--- config.mk ---
export PLATFORM = sky130hd
export DESIGN_NAME = sorted_timer_event_queue
export DESIGN_NICKNAME = d
export VERILOG_FILES = /design/src/rtl/core/steq_pkg.sv /design/src/rtl/core/steq_cell.sv /design/src/rtl/core/sorted_timer_event_queue.sv
export SDC_FILE = /design/constraint.sdc
export NUM_CORES = 2
export LEC_CHECK = 0
export BUFFER_PORTS_ARGS = -buffer_cell sky130_fd_sc_hd__buf_2
export CAP_MARGIN = 10
export CORE_MARGIN = 4
export CORE_UTILIZATION = 50
export CTS_BUF_LIST = sky130_fd_sc_hd__clkbuf_4 sky130_fd_sc_hd__clkbuf_8
export DETAILED_ROUTE_END_ITERATION = 8
export PLACE_DENSITY = 0.73
export SETUP_SLACK_MARGIN = 0.3
export SLEW_MARGIN = 20
export SYNTH_ARGS = -nofsm -noshare
export SYNTH_HDL_FRONTEND = slang
export SYNTH_SLANG_ARGS = --single-unit
--- constraint.sdc ---
create_clock -name aclk -period 12.1 [get_ports aclk]
set_input_delay 1.815 -clock aclk [delete_from_list [all_inputs] [get_ports aclk]]
set_output_delay 1.815 -clock aclk [all_outputs]
set_load 0.05 [all_outputs]
--- src/rtl/core/steq_pkg.sv ---
// Shared types and constants for the sorted timer event queue.
package steq_pkg;

    localparam int TIME_BITS      = 48;
    localparam int SLOT_BITS      = 4;
    localparam int TICK_LEN_BITS  = 24;
    localparam int NUM_CLOCKS_DEF = 16;

    localparam logic [TICK_LEN_BITS-1:0] TICK_LEN_RESET = 24'd20480;
    localparam logic [TIME_BITS-1:0]     TIME_MAX       = {TIME_BITS{1'b1}};

    // Request codes on the input channel
    typedef enum logic [1:0] {
        OP_ARM_ABS   = 2'd0,
        OP_ARM_DELAY = 2'd1,
        OP_DISARM    = 2'd2,
        OP_TICK      = 2'd3
    } op_t;

    // One input beat
    typedef struct packed {
        op_t                  opcode;
        logic [SLOT_BITS-1:0] clock_id;
        logic [TIME_BITS-1:0] time_value;
    } in_beat_t;

    // One result beat
    typedef struct packed {
        logic                 clock_fired;
        logic [SLOT_BITS-1:0] fired_clock;
        logic [TIME_BITS-1:0] event_time;
        logic                 last;
    } out_beat_t;

    // One queue row held by a cell
    typedef struct packed {
        logic                 valid;
        logic [TIME_BITS-1:0] deadline;
        logic [SLOT_BITS-1:0] slot;
    } entry_t;

    // Row-wide operation broadcast to every cell
    typedef enum logic [1:0] {
        CELL_HOLD   = 2'd0,
        CELL_REMOVE = 2'd1,
        CELL_INSERT = 2'd2,
        CELL_POP    = 2'd3
    } cell_op_t;

    typedef struct packed {
        cell_op_t             op;
        logic [SLOT_BITS-1:0] slot;
        logic [TIME_BITS-1:0] when;
    } cell_cmd_t;

endpackage

--- src/rtl/core/steq_cell.sv ---
// One queue cell: holds a row and shifts with its neighbors on remove, insert and pop.
module steq_cell (
    input  logic                aclk,
    input  logic                aresetn,
    input  steq_pkg::cell_cmd_t cmd,
    input  steq_pkg::entry_t    left_entry,
    input  logic                left_ge,
    input  logic                left_hit,
    input  steq_pkg::entry_t    right_entry,
    output steq_pkg::entry_t    entry,
    output logic                ge,
    output logic                hit
);

    steq_pkg::entry_t entry_reg;
    steq_pkg::entry_t entry_next;
    logic             match;

    // Flag a matching slot and rows that stay ahead of a new deadline
    assign match = entry_reg.valid && (entry_reg.slot == cmd.slot);
    assign hit   = left_hit || match;
    assign ge    = entry_reg.valid && (entry_reg.deadline <= cmd.when);
    assign entry = entry_reg;

    // Pick the next row content
    always_comb begin
        entry_next = entry_reg;
        case (cmd.op)
            steq_pkg::CELL_REMOVE: begin
                if (hit) begin
                    entry_next = right_entry;
                end
            end
            steq_pkg::CELL_INSERT: begin
                if (!ge) begin
                    if (left_ge) begin
                        entry_next.valid    = 1'b1;
                        entry_next.deadline = cmd.when;
                        entry_next.slot     = cmd.slot;
                    end else begin
                        entry_next = left_entry;
                    end
                end
            end
            steq_pkg::CELL_POP: begin
                entry_next = right_entry;
            end
            default: begin
                entry_next = entry_reg;
            end
        endcase
    end

    // Hold the row; only the valid bit is reset
    always_ff @(posedge aclk) begin
        if (!aresetn) begin
            entry_reg.valid <= 1'b0;
        end else begin
            entry_reg.valid <= entry_next.valid;
        end
        entry_reg.deadline <= entry_next.deadline;
        entry_reg.slot     <= entry_next.slot;
    end

endmodule

--- src/rtl/core/sorted_timer_event_queue.sv ---
// Top level of the sorted timer event queue: request control, logical time and cell row.
//
//  channel  | direction | handshake          | payload
//  ---------+-----------+--------------------+---------------------------
//  s_       | in        | s_valid / s_ready  | s_data  (in_beat_t)
//  m_       | out       | m_valid / m_ready  | m_data  (out_beat_t)
//  cfg_     | in        | cfg_wr_en          | cfg_wr_data (tick length)
//
// An arm runs accept, remove pass, insert pass and result; a disarm skips the insert
// pass, and a bad slot goes straight to the result. A tick gives one beat per firing and a
// closing beat; the head cell is compared and popped once per cycle, as the output register frees up.
// Reset is synchronous and empties the row at once; no clearing pass.
// A stalled result holds the sequencer; s_ready is high only when idle.
module sorted_timer_event_queue #(
    parameter int NUM_CLOCKS = steq_pkg::NUM_CLOCKS_DEF
) (
    input  logic                                aclk,
    input  logic                                aresetn,
    input  logic                                s_valid,
    output logic                                s_ready,
    input  steq_pkg::in_beat_t                  s_data,
    output logic                                m_valid,
    input  logic                                m_ready,
    output steq_pkg::out_beat_t                 m_data,
    input  logic                                cfg_wr_en,
    input  logic [steq_pkg::TICK_LEN_BITS-1:0]  cfg_wr_data
);

    typedef enum logic [2:0] {
        ST_IDLE,
        ST_REMOVE,
        ST_INSERT,
        ST_DONE,
        ST_TICK
    } state_t;

    state_t                               state_reg, state_next;
    steq_pkg::op_t                        op_reg, op_next;
    logic [steq_pkg::SLOT_BITS-1:0]       slot_reg, slot_next;
    logic [steq_pkg::TIME_BITS-1:0]       arg_reg, arg_next;
    logic [steq_pkg::TIME_BITS-1:0]       lt_reg, lt_next;
    logic [steq_pkg::TICK_LEN_BITS-1:0]   tick_len_reg, tick_len_next;
    logic                                 m_valid_reg, m_valid_next;
    steq_pkg::out_beat_t                  m_data_reg, m_data_next;

    steq_pkg::cell_cmd_t                  cmd;
    steq_pkg::entry_t                     cell_entry [NUM_CLOCKS];
    logic                                 cell_ge    [NUM_CLOCKS];
    logic                                 cell_hit   [NUM_CLOCKS];

    logic                                 accept;
    logic                                 out_free;
    logic                                 slot_ok;
    logic                                 queue_full;
    logic                                 head_due;
    logic [steq_pkg::TIME_BITS:0]         delay_sum;
    logic [steq_pkg::TIME_BITS:0]         tick_sum;
    logic [steq_pkg::TIME_BITS-1:0]       abs_when;

    assign s_ready  = (state_reg == ST_IDLE);
    assign accept   = s_valid && s_ready;
    assign out_free = !m_valid_reg || m_ready;
    assign m_valid  = m_valid_reg;
    assign m_data   = m_data_reg;

    assign slot_ok    = int'(s_data.clock_id) < NUM_CLOCKS;
    assign queue_full = cell_entry[NUM_CLOCKS-1].valid;
    assign head_due   = cell_entry[0].valid && (cell_entry[0].deadline < arg_reg);

    // Clamp and saturate request times
    assign abs_when  = (s_data.time_value < lt_reg) ? lt_reg : s_data.time_value;
    assign delay_sum = {1'b0, lt_reg} + {1'b0, s_data.time_value};
    assign tick_sum  = {1'b0, lt_reg}
                     + {{(steq_pkg::TIME_BITS + 1 - steq_pkg::TICK_LEN_BITS){1'b0}},
                        tick_len_reg};

    // Broadcast the row operation
    always_comb begin
        cmd.slot = slot_reg;
        cmd.when = arg_reg;
        cmd.op   = steq_pkg::CELL_HOLD;
        case (state_reg)
            ST_REMOVE: cmd.op = steq_pkg::CELL_REMOVE;
            ST_INSERT: cmd.op = queue_full ? steq_pkg::CELL_HOLD : steq_pkg::CELL_INSERT;
            ST_TICK:   cmd.op = (out_free && head_due) ? steq_pkg::CELL_POP
                                                       : steq_pkg::CELL_HOLD;
            default:   cmd.op = steq_pkg::CELL_HOLD;
        endcase
    end

    // Row of cells, each wired to its neighbors
    for (genvar i = 0; i < NUM_CLOCKS; i++) begin : g_cell
        steq_pkg::entry_t left_entry;
        steq_pkg::entry_t right_entry;
        logic             left_ge;
        logic             left_hit;

        if (i == 0) begin : g_first
            assign left_entry = '0;
            assign left_ge    = 1'b1;
            assign left_hit   = 1'b0;
        end else begin : g_inner
            assign left_entry = cell_entry[i-1];
            assign left_ge    = cell_ge[i-1];
            assign left_hit   = cell_hit[i-1];
        end

        if (i == NUM_CLOCKS - 1) begin : g_last
            assign right_entry = '0;
        end else begin : g_body
            assign right_entry = cell_entry[i+1];
        end

        steq_cell u_cell (
            .aclk        (aclk),
            .aresetn     (aresetn),
            .cmd         (cmd),
            .left_entry  (left_entry),
            .left_ge     (left_ge),
            .left_hit    (left_hit),
            .right_entry (right_entry),
            .entry       (cell_entry[i]),
            .ge          (cell_ge[i]),
            .hit         (cell_hit[i])
        );
    end

    // Sequence requests and build result beats
    always_comb begin
        state_next    = state_reg;
        op_next       = op_reg;
        slot_next     = slot_reg;
        arg_next      = arg_reg;
        lt_next       = lt_reg;
        tick_len_next = tick_len_reg;
        m_valid_next  = m_valid_reg && !m_ready;
        m_data_next   = m_data_reg;

        if (cfg_wr_en) begin
            tick_len_next = cfg_wr_data;
        end

        case (state_reg)
            ST_IDLE: begin
                if (accept) begin
                    op_next   = s_data.opcode;
                    slot_next = s_data.clock_id;
                    case (s_data.opcode)
                        steq_pkg::OP_ARM_ABS: begin
                            arg_next   = abs_when;
                            state_next = slot_ok ? ST_REMOVE : ST_DONE;
                        end
                        steq_pkg::OP_ARM_DELAY: begin
                            arg_next   = delay_sum[steq_pkg::TIME_BITS]
                                       ? steq_pkg::TIME_MAX
                                       : delay_sum[steq_pkg::TIME_BITS-1:0];
                            state_next = slot_ok ? ST_REMOVE : ST_DONE;
                        end
                        steq_pkg::OP_DISARM: begin
                            state_next = slot_ok ? ST_REMOVE : ST_DONE;
                        end
                        default: begin
                            arg_next   = tick_sum[steq_pkg::TIME_BITS]
                                       ? steq_pkg::TIME_MAX
                                       : tick_sum[steq_pkg::TIME_BITS-1:0];
                            state_next = ST_TICK;
                        end
                    endcase
                end
            end
            ST_REMOVE: begin
                state_next = (op_reg == steq_pkg::OP_DISARM) ? ST_DONE : ST_INSERT;
            end
            ST_INSERT: begin
                state_next = ST_DONE;
            end
            ST_DONE: begin
                if (out_free) begin
                    m_valid_next            = 1'b1;
                    m_data_next.clock_fired = 1'b0;
                    m_data_next.fired_clock = '0;
                    m_data_next.event_time  = lt_reg;
                    m_data_next.last        = 1'b1;
                    state_next              = ST_IDLE;
                end
            end
            ST_TICK: begin
                if (out_free) begin
                    m_valid_next = 1'b1;
                    if (head_due) begin
                        // fire the head and advance time to its deadline
                        lt_next                 = cell_entry[0].deadline;
                        m_data_next.clock_fired = 1'b1;
                        m_data_next.fired_clock = cell_entry[0].slot;
                        m_data_next.event_time  = cell_entry[0].deadline;
                        m_data_next.last        = 1'b0;
                    end else begin
                        // close the tick at its end time
                        lt_next                 = arg_reg;
                        m_data_next.clock_fired = 1'b0;
                        m_data_next.fired_clock = '0;
                        m_data_next.event_time  = arg_reg;
                        m_data_next.last        = 1'b1;
                        state_next              = ST_IDLE;
                    end
                end
            end
            default: begin
                state_next = ST_IDLE;
            end
        endcase
    end

    // Hold state, time, register and output beat
    always_ff @(posedge aclk) begin
        if (!aresetn) begin
            state_reg    <= ST_IDLE;
            lt_reg       <= '0;
            tick_len_reg <= steq_pkg::TICK_LEN_RESET;
            m_valid_reg  <= 1'b0;
        end else begin
            state_reg    <= state_next;
            lt_reg       <= lt_next;
            tick_len_reg <= tick_len_next;
            m_valid_reg  <= m_valid_next;
        end
        op_reg     <= op_next;
        slot_reg   <= slot_next;
        arg_reg    <= arg_next;
        m_data_reg <= m_data_next;
    end

endmodule
After elaboration in Yosys (flattened, before gate mapping)
Index checks and enable logic that the tools add are counted.
- div/mod/pow operators: 0
- reduce and logical (&&, ||, !) cells: 81
- magnitude comparators: 18
- bitwise gates (word level): 1
- mux-type cells: 84
- shifts and indexed selects: 0
- multiply operators: 0
- eq/ne operators: 62
- $add $sub $neg: 2
- operator list (cell ; count):
    $pmux 53 s3 ; 16
    $mux 53 ; 47
    $le 48x48->1 ; 16
    $mux 48 ; 4
    $mux 54 ; 3
    $pmux 48 s3 ; 1
    $pmux 54 s2 ; 1
    $lt 48x48->1 ; 2
    $eq 4x4->1 ; 16
    $reduce_and 3->1 ; 18
    $add 48x24->49 ; 1
    $add 48x48->49 ; 1
    $ne 2x2->1 const B ; 19
    $logic_and 1x1->1 ; 36
    $ne 2x1->1 const B ; 17
    $logic_or 1x1->1 ; 16
    $mux 3 ; 5
    $pmux 3 s5 ; 1
    $eq 2x2->1 const B ; 4
    $eq 3x2->1 const B ; 2
    $pmux 2 s3 ; 1
    $eq 2x1->1 const B ; 2
    $mux 2 ; 2
    $reduce_and 2->1 ; 2
    other kinds (12) ; 15
- bits in writable memories: 0
- bits in latches: 0
- output and inout port bits: 56
- flip-flop bits (word level): 1032
- memory bits (read-only): 0
- memories: 0

Logic depth before layout (Yosys ltp)
- word-level depth: 19
- depth in mapped cells: 17

By module
Synthesis repeated with hierarchy kept, for this count alone.
- cell total of the unflattened synthesis: 8416
- area total of the unflattened synthesis: 78879.4 µm²
- by module, submodules not included (module ; cells each ; instances ; area an instance (µm²) ; sequential area each (µm²)):
    steq_cell ; 418 ; 16 ; 4000.1 ; 1581.5
    sorted_timer_event_queue ; 1728 ; 1 ; 14878.0 ; 4764.6

Worst setup path after synthesis
No wires, ideal clock.
- kind: register -> register
- start point: register arg_reg[9] in the netlist's numbering
- end point: register g_cell[2].u_cell.entry_reg, in the netlist g_cell[2].u_cell.entry[0] (enable)
- arrival time: 6937 ps
- stages on the path, launching flop included: 13
- period minus slack after synthesis: 7496 ps
- slack: 4604 ps
- buffers on the path: 2
- cells stage by stage: edfxtp_1 clkbuf_1 clkbuf_1 inv_1 ha_1 a21o_1 a21o_1 a21oi_1 nor2_1 o311a_1 a211oi_1 a211oi_2 a311oi_1
- longest elaborated chain between the ends: 8
- elaborated cells on any way between the ends: 14
- classes of those cells: 2 x order compare; 5 x eq/ne; 2 x mux; 5 x reduce/logical
- ends and longest elaborated chain (what ; RTL line ; RTL):
    from (decl) ; sorted_timer_event_queue.sv:40 ; logic [steq_pkg::TIME_BITS-1:0] arg_reg, arg_next;
    from (signal assigned) ; sorted_timer_event_queue.sv:229 ; arg_reg <= arg_next;
    $lt 48x48->1 ; sorted_timer_event_queue.sv:68 ; assign head_due = cell_entry[0].valid && (cell_entry[0].deadline < arg_reg);
    $logic_and 1x1->1 ; sorted_timer_event_queue.sv:68 ;
    $logic_and 1x1->1 ; sorted_timer_event_queue.sv:85 ; ST_TICK: cmd.op = (out_free && head_due) ? steq_pkg::CELL_POP
    $mux 2 ; sorted_timer_event_queue.sv:85 ;
    $pmux 2 s3 ; sorted_timer_event_queue.sv:82 ; case (state_reg)
    $eq 2x2->1 / $eq 2x1->1 (equally long branches) ; steq_cell.sv:28 ; case (cmd.op)
    $ne 2x2->1 (no source line) (tied with other cells) ; - ;
    $reduce_and 3->1 (no source line) * ; - ;
    to (decl) ; steq_cell.sv:15 ; steq_pkg::entry_t entry_reg;
Mark *: on every way between the ends. The rest lies on a longest branch, timed or not.
A chain may end at the register's enable or synchronous reset.

Final worst setup path
- start point: register arg_reg[47] in the netlist's numbering
- end point: register g_cell[4].u_cell.entry_reg, in the netlist g_cell[4].u_cell.entry[28] (enable)
- longest elaborated chain between the ends: 8
- elaborated cells on any way between the ends: 14
- classes of those cells: 2 x order compare; 5 x eq/ne; 2 x mux; 5 x reduce/logical
- ends and longest elaborated chain (what ; RTL line):
    $lt 48x48->1 ; sorted_timer_event_queue.sv:68
    $logic_and 1x1->1 ; sorted_timer_event_queue.sv:68
    $logic_and 1x1->1 ; sorted_timer_event_queue.sv:85
    $mux 2 ; sorted_timer_event_queue.sv:85
    $pmux 2 s3 ; sorted_timer_event_queue.sv:82
    $eq 2x2->1 / $eq 2x1->1 (equally long branches) ; steq_cell.sv:28
    $ne 2x2->1 (no source line) (tied with other cells) ; -
    $reduce_and 3->1 (no source line) * ; -
    to (decl) ; steq_cell.sv:15
Marks and branches as above.

==> run metrics <==
status complete, no violations; Slowest-stage cell, CP a211oi_1; die boundary width 389.8 um; delay of the slowest critical-path stage 0.84 ns; CP bufs+invs 3; critical path class register to register; vias per cell 6.458; Internal Pwr Total 8.027 mW; final net count 8318; pins over their slew limit 0; # Max-Cap Violations 0; CTS tree yes; Seq pwr share 42.9%; GRT overflow 0; post-synthesis cell count 7428; TritonCTS sink count 1032; CP delay by family, top simple AND/OR/NAND/NOR gates; hold slack 0.5083 ns; main flop type after synthesis edfxtp_1; max FFs per register 848; crit-path most repeated cell buf_4; Final Hold Viols 0; P_sw 4.723 mW; Post-CTS Hold Fix Bufs 0; Max-Slew Margin vs Limit 15.15%; routability congestion estimate from global placement 0.9823; die area 151900 sq um; chip height 389.8 um; clock buffer count from CTS 186; hold path depth 2; Logic pwr share 29.9%; placed wire-length estimate 186.0 mm; crit path DAT 7.43 ns; final setup fails 0; P&R area growth vs syn 8.484%; initial antenna violation count 16; 1st-pass router iterations 6; Post-Route Setup TNS 0 ns; post-synthesis sequential area ratio 41.26%; total track usage 32.44%; Root Driver clkbuf_8; largest net degree at the start of global routing 295; Distinct cells, synth 90; fin util 54.84%; post-route ant nets 0; P_leak 34.31 nW; num ports 139; wire length per cell 26.89 um; post-CTS sizing 0; clk_skew 0.05193 ns; Yosys top cell area share 38.73%; PortBufs 138; final wirelength 254.0 mm; asr flop ratio synth 0%; Remaining DRCs 0; Final min period 6.858 ns; Slew @ Worst Pin 1.273 ns; # fillers 12690; DP Worst Slack 5.518 ns; core footprint 144200 sq um; Sw Share 37.04%; initial DRC count 7280; Synth Cell Area 72880 sq um; crit-path cells inv_1 > ha_1 > nand4_1 > or2_2 > nor4_1 > nand3_1 > a211oi_1 > nor2_1 > a21o_4 > buf_4 > a21oi_4 > buf_4; CP endpoint kind register; Placed Area 75260 sq um; Vias 61010; vias in the first global route 59290; Post-synth EDFFs 940; cell depth of the worst setup path 12; top cells by area, synth edfxtp_1, ha_1, mux2i_1; VDD IR max 124.4 uV; R2R depth 12; clock slew at the register clock pins of the worst setup and hold paths 0.06 ns; area leader, netlist edfxtp_1; Hold/Removal Path Class register to register; Worst Setup Start Kind register; synth warn 0; Site Rows 139; CTS Buffer Depth 3; share of cells above drive strength 1 8.463%; syn nets 8353; CP Data Required Time 12.67 ns; Final period util 56.68%; setup ws final 5.242 ns; critical path peak fanout 52; Finished Cell Area 79060 sq um; starting density of the core 50.55%; post-synthesis sequential element count 1032; first-pass GRT wire length 375.0 mm; clk_lat worst skew 0.97 ns; Clock power frac 27.2%; Mapped Avg Cell Area 9.812 sq um; Setup Buffers After CTS 0; pwr/cell area 161.3 nW/um^2; CTS H-tree lvls 4; Max Clk Rate 145.8 MHz; RSZ-0062 raised after global routing no
power groups by stage:
stage / Sequential (mW) / Combinational, mW / Clock, mW
floorplan: 5.27 / 2.52 / 0
detailed placement: 5.50 / 3.71 / 0
global route: 5.52 / 4.19 / 3.66
finish: 5.46 / 3.81 / 3.47
CTS: 5.43 / 3.73 / 3.50
global placement: 5.48 / 3.58 / 0
placed cells by master, fill, tap and decap left out, types with 30 or more instances in the layout:
cell,count
nor3_1,79
a211oi_1,83
o22ai_1,33
clkinv_1,34
clkbuf_4,75
o21ai_1,76
mux2i_1,781
o21ai_0,963
a21oi_1,306
o21a_1,35
ha_1,840
nand2_1,1036
xnor2_1,74
a21o_1,207
dfxtp_1,92
nor2b_1,57
nor2_1,304
nor4_1,30
inv_1,183
buf_2,138
xor2_1,56
o211ai_1,50
edfxtp_1,940
nand4_1,153
buf_4,112
and3_1,32
clkbuf_8,198
nand3_1,160
path summary, 6_finish.rpt:
check              startpoint                          to  slack (ns)
max               arg_reg[47]  g_cell[4].u_cell.entry[28]        5.24
max reg2reg       arg_reg[47]  g_cell[4].u_cell.entry[28]        5.24
min reg2reg  tick_len_reg[18]            tick_len_reg[18]        0.51
min          tick_len_reg[18]            tick_len_reg[18]        0.51
cells in the mapped netlist, drive strengths merged, types with 7 or more instances:
cell and number:
a211o 9, a221oi 11, nor3 80, o21bai 21, or3 17, a21boi 7
a31oi 28, o21ai 1043, ha 840, a2111oi 11, o31ai 19, nand4 153
and2 15, edfxtp 940, a211oi 86, o211ai 50, a21oi 312, xor2 56
and3 32, nand2 1038, nand2b 23, and4 19, o32ai 8, o221ai 19
nor2 311, dfxtp 92, nor2b 57, or2 15, clkbuf 363, mux2i 781
a21o 209, buf 117, inv 185, a22oi 17, o22ai 33, o311ai 10
o41ai 7, xnor2 74, nor4 32, nand3 161, o21a 41
per-layer routing:
layer	share of wire, %	up-vias	GRT usage (%)
met5	0.020	-	0
met4	5.6	8	16.38
met3	9.9	653	6.854
met2	45	3189	51.04
met1	40	29550	42.44
li1	-	27620	-
worst reg2reg max path: stages (launching register included):
cell and delay [ns]:
edfxtp_1 0.81, inv_1 0.56, ha_1 0.53, nand4_1 0.10, or2_2 0.32, nor4_1 0.69, nand3_1 0.55, a211oi_1 0.85
nor2_1 0.12, a21o_4 0.41, buf_4 0.44, a21oi_4 0.27, buf_4 0.73
through the flow:
| stage | cells | total power, mW |
|---|---|---|
| 5_1_grt | 9443 | 13.36 |
| 3_5_place_dp | 9107 | 9.216 |
| 4_1_cts | 9441 | 12.66 |
| 3_3_place_gp | 9104 | 9.063 |
| 6_report | 9448 | 12.75 |
| 2_1_floorplan | 7428 | 7.790 |
final cells by class:
class	count	area (sq um)	share of cell area (%)
clock buffer	272	3281	4.149
tap	1903	2381	3.012
clock inverter	62	496.7	0.6283
sequential	1032	30070	38.03
timing repair buffer	257	1658	2.097
antenna	6	15.01	0.01899
inverter	186	698.2	0.8831
multi-input combinational	5730	40470	51.18
cell families after synthesis:
logic type,after synthesis,share of synthesized area [%]
adder cells (fa/ha/maj),842,14.48
XOR/XNOR,130,1.562
AND/OR/NAND/NOR,1975,12.05
flip-flops,1032,41.26
buffers and inverters,666,3.679
AO/OA/AOI/OAI,1996,16.16
multiplexers,787,10.82
Power figures use the tool's default switching activity.
